### config.mk
export PLATFORM = sky130hd
export DESIGN_NAME = lus_ram
export DESIGN_NICKNAME = d
export VERILOG_FILES = /design/src/assert_macros.svh /design/src/lus_ram.sv
export SDC_FILE = /design/constraint.sdc
export NUM_CORES = 1
export LEC_CHECK = 0
export BUFFER_PORTS_ARGS = -buffer_cell sky130_fd_sc_hd__clkbuf_2
export CORE_MARGIN = 4
export CORE_UTILIZATION = 48
export DETAILED_ROUTE_END_ITERATION = 6
export PLACE_DENSITY_LB_ADDON = 0.2
export SYNTH_ARGS = -nofsm -noshare
export SYNTH_HDL_FRONTEND = slang
export SYNTH_SLANG_ARGS = --single-unit
### constraint.sdc
create_clock -name aclk -period 5.4 [get_ports aclk]
set_input_delay 0.27 -clock aclk [delete_from_list [all_inputs] [get_ports aclk]]
set_output_delay 0.27 -clock aclk [all_outputs]
set_load 0.02 [all_outputs]
### src/assert_macros.svh
// assertion macros shared by the rtl
// needs a clock named aclk and an active-low reset named aresetn in scope
`ifndef ASSERT_MACROS_SVH
`define ASSERT_MACROS_SVH

// antecedent implies consequent in the same cycle
`define ASSERT_SAME(label, ante, cons) \
    label: assert property (@(posedge aclk) disable iff (!aresetn) (ante) |-> (cons)) \
        else $error("assertion failed");

// antecedent implies consequent in the next cycle
`define ASSERT_NEXT(label, ante, cons) \
    label: assert property (@(posedge aclk) disable iff (!aresetn) (ante) |=> (cons)) \
        else $error("assertion failed");

`endif

### src/lus_ram.sv
// generic single write port, single read port ram with registered read
// no dependencies
module lus_ram #(
    parameter int WIDTH = 32,
    parameter int DEPTH = 16
) (
    input  logic                     aclk,
    input  logic                     we,
    input  logic [$clog2(DEPTH)-1:0] waddr,
    input  logic [WIDTH-1:0]         wdata,
    input  logic [$clog2(DEPTH)-1:0] raddr,
    output logic [WIDTH-1:0]         rdata
);

    logic [WIDTH-1:0] mem_reg [DEPTH];
    logic [WIDTH-1:0] rdata_reg;

    always_ff @(posedge aclk) begin
        if (we) begin
            mem_reg[waddr] <= wdata;
        end
        rdata_reg <= mem_reg[raddr];
    end

    assign rdata = rdata_reg;

endmodule
# --- Word level (Yosys, flattened, before mapping) ---
# Memory sizes are Yosys's and may differ from the RTL's. A register that Yosys moved wholly into a read port is not among the register bits.
# Cells that the tools add are included.
classes:
  n_mux: 2
op_table:
  columns: ["op", "n"]
  rows:
  - ["1-bit 2-to-1 mux", 2]
totals:
  out_inout_bits: 32
  memories: 1
  regBits: 0
  wordCells: 3
  ramBits: 512
  in_bits: 42
mem_list:
  columns: ["memory", "depth", "width", "rd", "rd_clocked_by_memory_dff", "wr", "line", "source"]
  rows:
  - ["mem_reg", 16, 32, 1, 1, 1, "lus_ram.sv:15", "logic [WIDTH-1:0] mem_reg [DEPTH];"]

# --- Longest topological paths before layout ---
# Gate-level depths: netlist of the first run.
logic_depth:
  depth_word: 2
  ltp_mapped: 5
  ltp_nobuf: 3

# --- Least setup slack after synthesis of the first run ---
# OpenSTA, ideal clock, no wires.
synth_path:
  path_type: "input -> register"
  start: "in waddr[2]"
  end: "mem mem_reg[0][0] (enable)"
  setup_ns: 0.461
  arrival_ns: 2.988
  cell_stages: 2
  slack_ns: 1.950
  required_time_ns: 4.939
  cell_sequence: "or3b_2 nor3_1"
synth_lines:
  columns: ["item", "line", "source"]
  rows:
  - ["start, declared", "lus_ram.sv:9", "input logic [$clog2(DEPTH)-1:0] waddr,"]
  - ["end, declared", "lus_ram.sv:15", null]
# No word-level cell before the write port.

# --- Worst setup path in the final report of the first run ---
layout_path:
  start: "in we"
  end: "mem mem_reg[12][0] (enable)"
layout_via:
  elab_chain_len: 2
layout_rtl:
  columns: ["item", "line", "source"]
  rows:
  - ["start, declared", "lus_ram.sv:8", "input logic we,"]
  - ["1-bit 2-to-1 mux", "lus_ram.sv:19", "if (we) begin"]
  - ["1-bit 2-to-1 mux (implied by the code)", "lus_ram.sv:20", "mem_reg[waddr] <= wdata;"]
# No other way between the ends.

==> results.ini, run 1 <==
[synth]
syn_inst=838
synth_fp_nets=880
synthesis.area_um2=19900
synth.area.top_cells=edfxtp_1 77%, mux4_2 15%, dfxtp_1 3.2%, a22oi_1 2.4%, nand2_1 0.62%
yosysWarningCount=0
syn_area_per_cell_um2=23.7
yosys.cell_types.count=18
synth_top_cell_area_share=0.774
synth-seq-area-share=0.807
post-synth-top-area-cell=edfxtp_1
ys_seq_elements=544

[route]
totalWireLength_mm=41.0
drt-vias-per-instance=5.87
postRouteAntennaNets=0
drt_iter0_markers=700
drc=0
first_pass_iters=5
wl_per_cell_um=26.9
via_count=8951

[timing]
fmax_mhz=516
period_share=0.359
relSlewSlack=0.230
period_minus_slack_ps=1940
slew_violations=0
holdWs_ps=93.3
fin_skew_ps=8.14
rsz0062_at_grt=false
worst_pin_slew_ps=1160
finalSetupViolations=0
fin_setup_tns_ps=0
hold_violations=0

[clock_network]
cts_resized=0
cts_hold_buf=0
cts_max_level=2
clkTransAtPathRegs_ps=60
cts_setup_buffers=0
cts.sinks=544
root_buffer=clkbuf_16
numCtsBuffers=54
cts_tree=done
clkLatencyLatePin_ps=590
clockBufferDepth=3

[power]
ir_worst_vdd_mv=0.228
power_density_nw_per_um2=386
power.leakage_nw=7.32

[global_route]
grt_pass1_vias=9408
grt_pass1_wl_mm=61.7
track_usage=0.188
grt_overflow=0
antenna_found_initial=1
grt_max_degree=75

[worst_setup_path]
crit_fanout=23
cp.required_ps=5630
worst-setup-path-type=primary input to register
end_kind=register
cp.arrival_ps=2160
startpoint_type=primary input
reg2regPathDepth=3

[job]
drv_cap=0

[finish]
largest_reg_flops=512
area_growth_pct=14.5
drive_gt1_frac=0.330
final_common_cell=edfxtp_1
final_nets=989
layout_common_cells=512 x edfxtp_1, 128 x mux4_2, 71 x clkbuf_2, 64 x a22oi_1, 57 x clkbuf_16
diodes=0
fin_area_um2=22700

[floorplanning]
core_area_um2=40800
num_io_pins=74
die_y_um=211
rows=74
dieArea_um2=44700
die_w_um=211
start_util=0.486

[placed_design]
dp_hpwl_mm=20.0
gp_congestion=0.704
io_buffers=73
postPlaceCellArea_um2=21000

[status]
status=finished, final reports clean

[hold_path]
min_path_cells=1
min_path_type=primary input to register

[through the flow]
| step | total power, W | std cells | util | setup slack [ps] |
|---|---|---|---|---|
| detailed placement | 0.00528 | 1423 | 0.514 | 2810 |
| global placement | 0.00527 | 1423 | 0.514 | 2890 |
| floorplan | 0.00509 | 838 | - | 1950 |
| global route | 0.00909 | 1525 | 0.557 | 3290 |
| CTS | 0.00887 | 1525 | 0.557 | 3420 |
| finish | 0.00877 | 1525 | 0.557 | 3460 |
[routing by layer]
metal,routed length [um],share of wire,track usage,vias up
met2,19900,0.49,0.300,236
li1,-,-,-,3794
met1,18000,0.44,0.276,4845
met4,939,0.023,0.0533,2
met3,2080,0.051,0.0289,74
met5,7,0.00017,0,-
[path summary, 6_finish.rpt]
| check | from | end | slack [ps] |
|---|---|---|---|
| worst max-delay path | we | mem_reg[12][0] | 3460 |
| worst min-delay path | wdata[11] | mem_reg[6][11] | 90 |
| worst max register to register | mem_reg[11][19] | rdata[19] | 4060 |
| worst min register to register | mem_reg[14][0] | rdata[0] | 670 |
[worst max-delay path, cell delays in order]
cell,delay (ps)
clkbuf_2,110
nand3_1,280
nor3_2,920
buf_4,550
[cells by family (layout without fill, tap and decap cells)]
group,count (synthesis),count (layout),synth area share
flops,544,544,0.807
mux,128,128,0.145
compound gates,64,64,0.0242
simple gates,59,59,0.0127
buf+inv,43,198,0.0112
[cell usage after synthesis, drive strengths merged]
| cell type | instances |
|---|---|
| nor2b | 2 |
| and2 | 1 |
| nand2 | 33 |
| nand3b | 2 |
| nor2 | 13 |
| nand3 | 1 |
| nand2b | 2 |
| clkbuf | 17 |
| buf | 26 |
| nor3 | 4 |
| mux4 | 128 |
| edfxtp | 512 |
| a22oi | 64 |
| dfxtp | 32 |
| or3b | 1 |
[area by class of cell]
cell class | instances | area [um2]
Clock buffer | 82 | 1600
Multi-Input combinational cell | 251 | 3750
Timing Repair Buffer | 96 | 566
Clock inverter | 20 | 126
Sequential cell | 544 | 16000
Fill cell | 3016 | 18100
Tap cell | 532 | 666
[power breakdown]
part	switching (W)	total, W	internal [W]
sequential	0.0000292	0.00475	0.00472
clock	0.00150	0.00359	0.00209
combinational	0.000266	0.000431	0.000166
Power figures use the tool's default switching activity.
==> run 2, diff against run 1 <==
==> constraint.sdc (replaced) <==
create_clock -name aclk -period 1.7 [get_ports aclk]
set_input_delay 0.085 -clock aclk [delete_from_list [all_inputs] [get_ports aclk]]
set_output_delay 0.085 -clock aclk [all_outputs]
set_load 0.02 [all_outputs]
==> run 2 against run 1 <==
Against the previous run:
- count of clock-buffer cells in the layout shrank 15
- register-to-register slack lost 3700 ps
- core utilization grew 2.8 points
- critical path type unchanged
- critical endpoint is now rdata[19]
- highest routed layer unchanged
==> results.ini, run 2 (synthesized netlist as in run 1, its figures left out) <==
[status]
status=finished, final reports clean  ; unchanged

[power]
comb_power_share=0.057  ; was 0.049
pwr-share-seq=0.537  ; was 0.541
switching_share=0.205  ; about the same
finalPower_w=0.0281  ; was 0.00877 W
power.switching_w=0.00576  ; was 0.00180 W
power_density_nw_per_um2=1180  ; was 386 nW/um2
internal_power_w=0.0224  ; was 0.00698 W
clock_power_share=0.407  ; was 0.410
ir_worst_vdd_mv=0.787  ; was 0.228 mV
power.leakage_nw=7.83  ; was 7.32 nW

[worst_setup_path]
worstReg2RegEnd=rdata[6]  ; was rdata[19]
startpoint_type=primary input  ; unchanged
reg2reg_from=mem_reg[11][6]  ; was mem_reg[11][19]
worst-setup-path-type=primary input to register  ; unchanged
end_kind=register  ; unchanged
cp.required_ps=2140  ; was 5630 ps
crit_path_start=raddr[1]  ; was we
crit_fanout=30  ; was 23
regToRegSetupSlack_ps=360  ; was 4060 ps
reg2regPathDepth=3  ; unchanged
cp.arrival_ps=1910  ; was 2160 ps

[route]
first_pass_iters=4  ; was 5
postRouteAntennaNets=0  ; unchanged
drc=0  ; unchanged
drt_iter0_markers=807  ; was 700
wl_per_cell_um=26.7  ; was 26.9 um
totalWireLength_mm=42.9  ; was 41.0 mm
via_count=9268  ; was 8951
drt-vias-per-instance=5.78  ; was 5.87

[timing]
fin_setup_tns_ps=0  ; unchanged
hold_violations=0  ; unchanged
worst_pin_slew_ps=827  ; was 1160 ps
relSlewSlack=0.449  ; was 0.230
period_minus_slack_ps=1470
fin_ws_ps=233  ; was 3460 ps
fin_skew_ps=11.8  ; was 8.14 ps
slew_violations=0  ; unchanged
finalSetupViolations=0  ; unchanged
rsz0062_at_grt=false  ; unchanged
fmax_mhz=682
period_share=0.863

[finish]
final_common_cell=edfxtp_1  ; unchanged
drive_gt1_frac=0.349  ; was 0.330
final_nets=1072  ; was 989
largest_reg_flops=512  ; unchanged
diodes=0  ; unchanged
final_util=0.585  ; was 0.557
layout_common_cells=512 x edfxtp_1, 128 x mux4_2, 71 x clkbuf_2, 64 x a22oi_1, 55 x clkbuf_16  ; was 512 x edfxtp_1, 128 x mux4_2, 71 x clkbuf_2, 64 x a22oi_1, 57 x clkbuf_16
area_growth_pct=20.3  ; was 14.5%

[global_route]
grt_pass1_vias=9752  ; was 9408
grt_overflow=0  ; unchanged
grt_max_degree=33  ; was 75
grt_pass1_wl_mm=64.1  ; was 61.7 mm
track_usage=0.196  ; was 0.188
antenna_found_initial=3  ; was 1

[placed_design]
dp_hpwl_mm=24.3  ; was 20.0 mm
dpl_worst_slack_ps=54.4  ; was 2810 ps
io_buffers=73  ; unchanged
gp_congestion=0.745  ; was 0.704

[clock_network]
cts_tree=done  ; unchanged
clkTransAtPathRegs_ps=60  ; about the same
cts.sinks=544  ; unchanged
cts_setup_buffers=0  ; unchanged
clkLatencyLatePin_ps=580  ; was 590 ps
numCtsBuffers=54  ; unchanged
clockBufferDepth=3  ; unchanged
cts_max_level=2  ; unchanged
root_buffer=clkbuf_16  ; unchanged

[hold_path]
hp-start=raddr[3]  ; was wdata[11]
min_path_type=primary input to register  ; unchanged
min_path_cells=4  ; was 1
holdPathEnd=rdata[5]  ; was mem_reg[6][11]

[floorplanning]
start_util=0.486  ; unchanged
dieArea_um2=44700  ; unchanged
die_y_um=211  ; unchanged
core_area_um2=40800  ; unchanged
num_io_pins=74  ; unchanged
die_w_um=211  ; unchanged
rows=74  ; unchanged

[job]
drv_cap=0  ; unchanged

==> run 2: cell count changes in the layout (fill, tap and decap cells not counted), sizes merged <==
cell / delta
dlygate4sd3: +33
inv: +1
buf: +50
clkbuf: -15
clkinv: +7
bufinv: +3
==> run 2: routing by layer <==
| metal | track usage | up-vias | wire, um |
|---|---|---|---|
| li1 | - | 3967 | - |
| met1 | 0.293 | 4969 | 19000 |
| met4 | 0.0506 | 6 | 755 |
| met5 | 0 | - | 43 |
| met2 | 0.308 | 264 | 20600 |
| met3 | 0.0310 | 62 | 2490 |
==> run 2: critical path: stages <==
cell and delay [ps]:
dlygate4sd3_1 560, buf_6 150, buf_12 220, buf_4 200, mux4_2 290, a22oi_1 240, nand2_1 130
==> run 2: cell type report <==
type	instances	area (um2)
fillers	2907	17000
well taps	532	666
clock buffers	67	1460
clock inverters	31	253
flip-flops and latches	544	16000
repair buffers	179	1710
multi-input cells	251	3780
==> run 2: worst max-delay path by stage <==
| stage | end | cells after the start |
|---|---|---|
| after detailed placement | rdata[19] | 6 |
| after floorplan | mem_reg[10][0] | 2 |
| after global placement | rdata[17] | 6 |
| final | rdata[19] | 7 |
| after CTS | rdata[19] | 7 |
| after global routing | rdata[19] | 7 |
==> run 2: through the flow <==
step           instance area, um2  hold WS [ps]  cells
6_report                    23900           116   1604
5_1_grt                     23900           111   1604
4_1_cts                     23900          79.0   1604
3_5_place_dp                21800           498   1473
3_3_place_gp                21800           478   1473
2_1_floorplan               19900           184    838
==> run 2: power groups by stage <==
stage                     clock, W  combinational (W)  sequential (W)
after global routing        0.0123            0.00172          0.0151
final                       0.0114            0.00160          0.0151
after floorplan                  0           0.000724          0.0155
after detailed placement         0            0.00156          0.0154
after global placement           0            0.00154          0.0154
after CTS                   0.0117            0.00163          0.0151
==> run 2: repair_timing <==
| action | in CTS | in global routing |
|---|---|---|
| gates resized for setup | 0 | 0 |
| hold buffers | 33 | 0 |
| endpoints found under the hold margin | 513 | 0 |
==> run 3, diff against run 2 <==
--- a/config.mk
+++ b/config.mk
@@ -6,6 +6,8 @@
 export NUM_CORES = 1
 export LEC_CHECK = 0
 export BUFFER_PORTS_ARGS = -buffer_cell sky130_fd_sc_hd__clkbuf_2
+export CELL_PAD_IN_SITES_DETAIL_PLACEMENT = 0
+export CELL_PAD_IN_SITES_GLOBAL_PLACEMENT = 1
 export CORE_MARGIN = 4
 export CORE_UTILIZATION = 48
 export DETAILED_ROUTE_END_ITERATION = 6
==> run 3 against run 2 <==
Against the previous run:
- sequential power about the same
- clock skew increased by 5.2 ps
- die area unchanged
- global-route usage down 0.59 points
- setup slack improved by 82 ps
- maximum frequency grew 5.9%
- count of clock-buffer cells in the layout up 17
- flip-flop and latch count unchanged
- total power down 0.14%
- core utilization decreased by 0.25 points
- wire length is 2.9% lower
- largest power group unchanged
==> results.ini, run 3 (synthesized netlist as in run 1, its figures left out) <==
[status]
status=finished, final reports clean  ; unchanged

[floorplanning]
core_area_um2=40800  ; unchanged
start_util=0.486  ; unchanged
die_y_um=211  ; unchanged
num_io_pins=74  ; unchanged
die_w_um=211  ; unchanged
dieArea_um2=44700  ; unchanged
rows=74  ; unchanged

[route]
first_pass_iters=5  ; was 4
drt-vias-per-instance=5.76  ; was 5.78
postRouteAntennaNets=0  ; unchanged
totalWireLength_mm=41.6  ; was 42.9 mm
via_count=9134  ; was 9268
wl_per_cell_um=26.2  ; was 26.7 um
drt_iter0_markers=694  ; was 807
drc=0  ; unchanged

[placed_design]
io_buffers=73  ; unchanged
gp_congestion=0.697  ; was 0.745
place_inst=1455  ; was 1473
dp_hpwl_mm=21.4  ; was 24.3 mm

[power]
comb_power_share=0.056  ; was 0.057
power.leakage_nw=7.75  ; was 7.83 nW
ir_worst_vdd_mv=0.680  ; was 0.787 mV
switching_share=0.201  ; was 0.205
finalPower_w=0.0281  ; about the same
internal_power_w=0.0224  ; about the same
clock_power_share=0.407  ; about the same
power_density_nw_per_um2=1180  ; about the same
power.switching_w=0.00565  ; was 0.00576 W
pwr-share-seq=0.537  ; about the same

[worst_setup_path]
end_kind=register  ; unchanged
crit_fanout=1  ; was 30
cp.arrival_ps=1820  ; was 1910 ps
worst-setup-path-type=register to register  ; was primary input to register
startpoint_type=register  ; was primary input
cp.required_ps=2140  ; about the same

[global_route]
grt_max_degree=36  ; was 33
antenna_found_initial=0  ; was 3
grt_overflow=0  ; unchanged
grt_pass1_vias=9517  ; was 9752
track_usage=0.190  ; was 0.196
grt_pass1_wl_mm=62.3  ; was 64.1 mm

[timing]
rsz0062_at_grt=false  ; unchanged
period_minus_slack_ps=1390  ; was 1470 ps
fin_setup_tns_ps=0  ; unchanged
hold_violations=0  ; unchanged
holdWs_ps=93.0  ; was 116 ps
slew_violations=0  ; unchanged
fmax_mhz=722  ; was 682 MHz
period_share=0.815  ; was 0.863
relSlewSlack=0.706  ; was 0.449
finalSetupViolations=0  ; unchanged
fin_skew_ps=17.1  ; was 11.8 ps
worst_pin_slew_ps=439  ; was 827 ps

[finish]
final_nets=1052  ; was 1072
instances_no_fill=1587  ; was 1604
layout_common_cells=512 x edfxtp_1, 128 x mux4_2, 71 x clkbuf_2, 64 x a22oi_1, 55 x clkbuf_16  ; unchanged
multi_input_area_um2=3780  ; unchanged
diodes=0  ; unchanged
largest_reg_flops=512  ; unchanged
drive_gt1_frac=0.337  ; was 0.349
fill_cells=2931  ; was 2907
final_util=0.582  ; was 0.585
final_common_cell=edfxtp_1  ; unchanged
regArea_um2=16000  ; unchanged
area_growth_pct=19.8  ; was 20.3%

[clock_network]
cts.sinks=544  ; unchanged
root_buffer=clkbuf_16  ; unchanged
clkLatencyLatePin_ps=570  ; was 580 ps
cts_tree=done  ; unchanged
clkTransAtPathRegs_ps=60  ; about the same
cts_max_level=2  ; unchanged
clockBufferDepth=3  ; unchanged
numCtsBuffers=53  ; was 54

[hold_path]
min_path_type=primary input to register  ; unchanged

[job]
drv_cap=0  ; unchanged

-- run 3: changes by cell type in the layout (fill, tap and decap cells not counted) --
cell | previous run | this run
clkbuf_8 | 5 | 13
clkinv_2 | 13 | 9
clkinv_1 | 11 | 4
bufinv_16 | 4 | 2
buf_12 | 36 | 38
buf_4 | 37 | 18
clkbuf_1 | 8 | 17
clkinv_4 | 2 | 0
buf_6 | 1 | 0
dlygate4sd3_1 | 33 | 32
-- run 3: critical path, stage by stage, from the launching register on --
cell	delay (ps)
edfxtp_1	370
mux4_2	480
a22oi_1	300
nand2_1	120
-- run 3: final cells by class --
| class | count | share of cell area |
|---|---|---|
| multi-input cells | 251 | 0.159 |
| well taps | 532 | 0.0280 |
| clock buffers | 84 | 0.0675 |
| flip-flops and latches | 544 | 0.674 |
| repair buffers | 160 | 0.0667 |
| clock inverters | 16 | 0.00542 |
-- run 3: layer usage --
layer  global-route usage  share of wire  vias up
li1                     -              -     3919
met1                0.289           0.45     4914
met2                0.301           0.49      262
met3               0.0299          0.056       39
met4               0.0338          0.010        0
met5                    0              0        -
-- run 3: timing repair --
item / CTS / global route
resized for setup: 0 / 0
hold endpoints to repair: 512 / 0
buffers inserted: 0 / 0
hold buffers: 32 / 0
-- run 3: stage by stage --
stage / cell area [um2] / setup WS [ps]
after floorplan: 19900 / -413
after global placement: 21700 / 110
after detailed placement: 21700 / 120
after CTS: 23800 / 339
after global routing: 23800 / 265
final: 23800 / 315
-- run 3: worst paths after layout --
| check | startpoint | endpoint | slack (ps) | cells past startpoint |
|---|---|---|---|---|
| setup / recovery | mem_reg[3][6] | rdata[6] | 310 | 3 |
| hold reg to reg | mem_reg[15][27] | rdata[27] | 660 | 3 |
| setup reg to reg | mem_reg[3][6] | rdata[6] | 310 | 3 |
| hold / removal | raddr[3] | rdata[30] | 90 | 4 |
-- run 3: power by group through the flow --
stage / clock network (W) / logic (W) / registers [W]
CTS: 0.0116 / 0.00160 / 0.0151
detailed placement: 0 / 0.00154 / 0.0154
finish: 0.0114 / 0.00157 / 0.0151
global placement: 0 / 0.00152 / 0.0154
floorplan: 0 / 0.000724 / 0.0155
global route: 0.0123 / 0.00169 / 0.0151
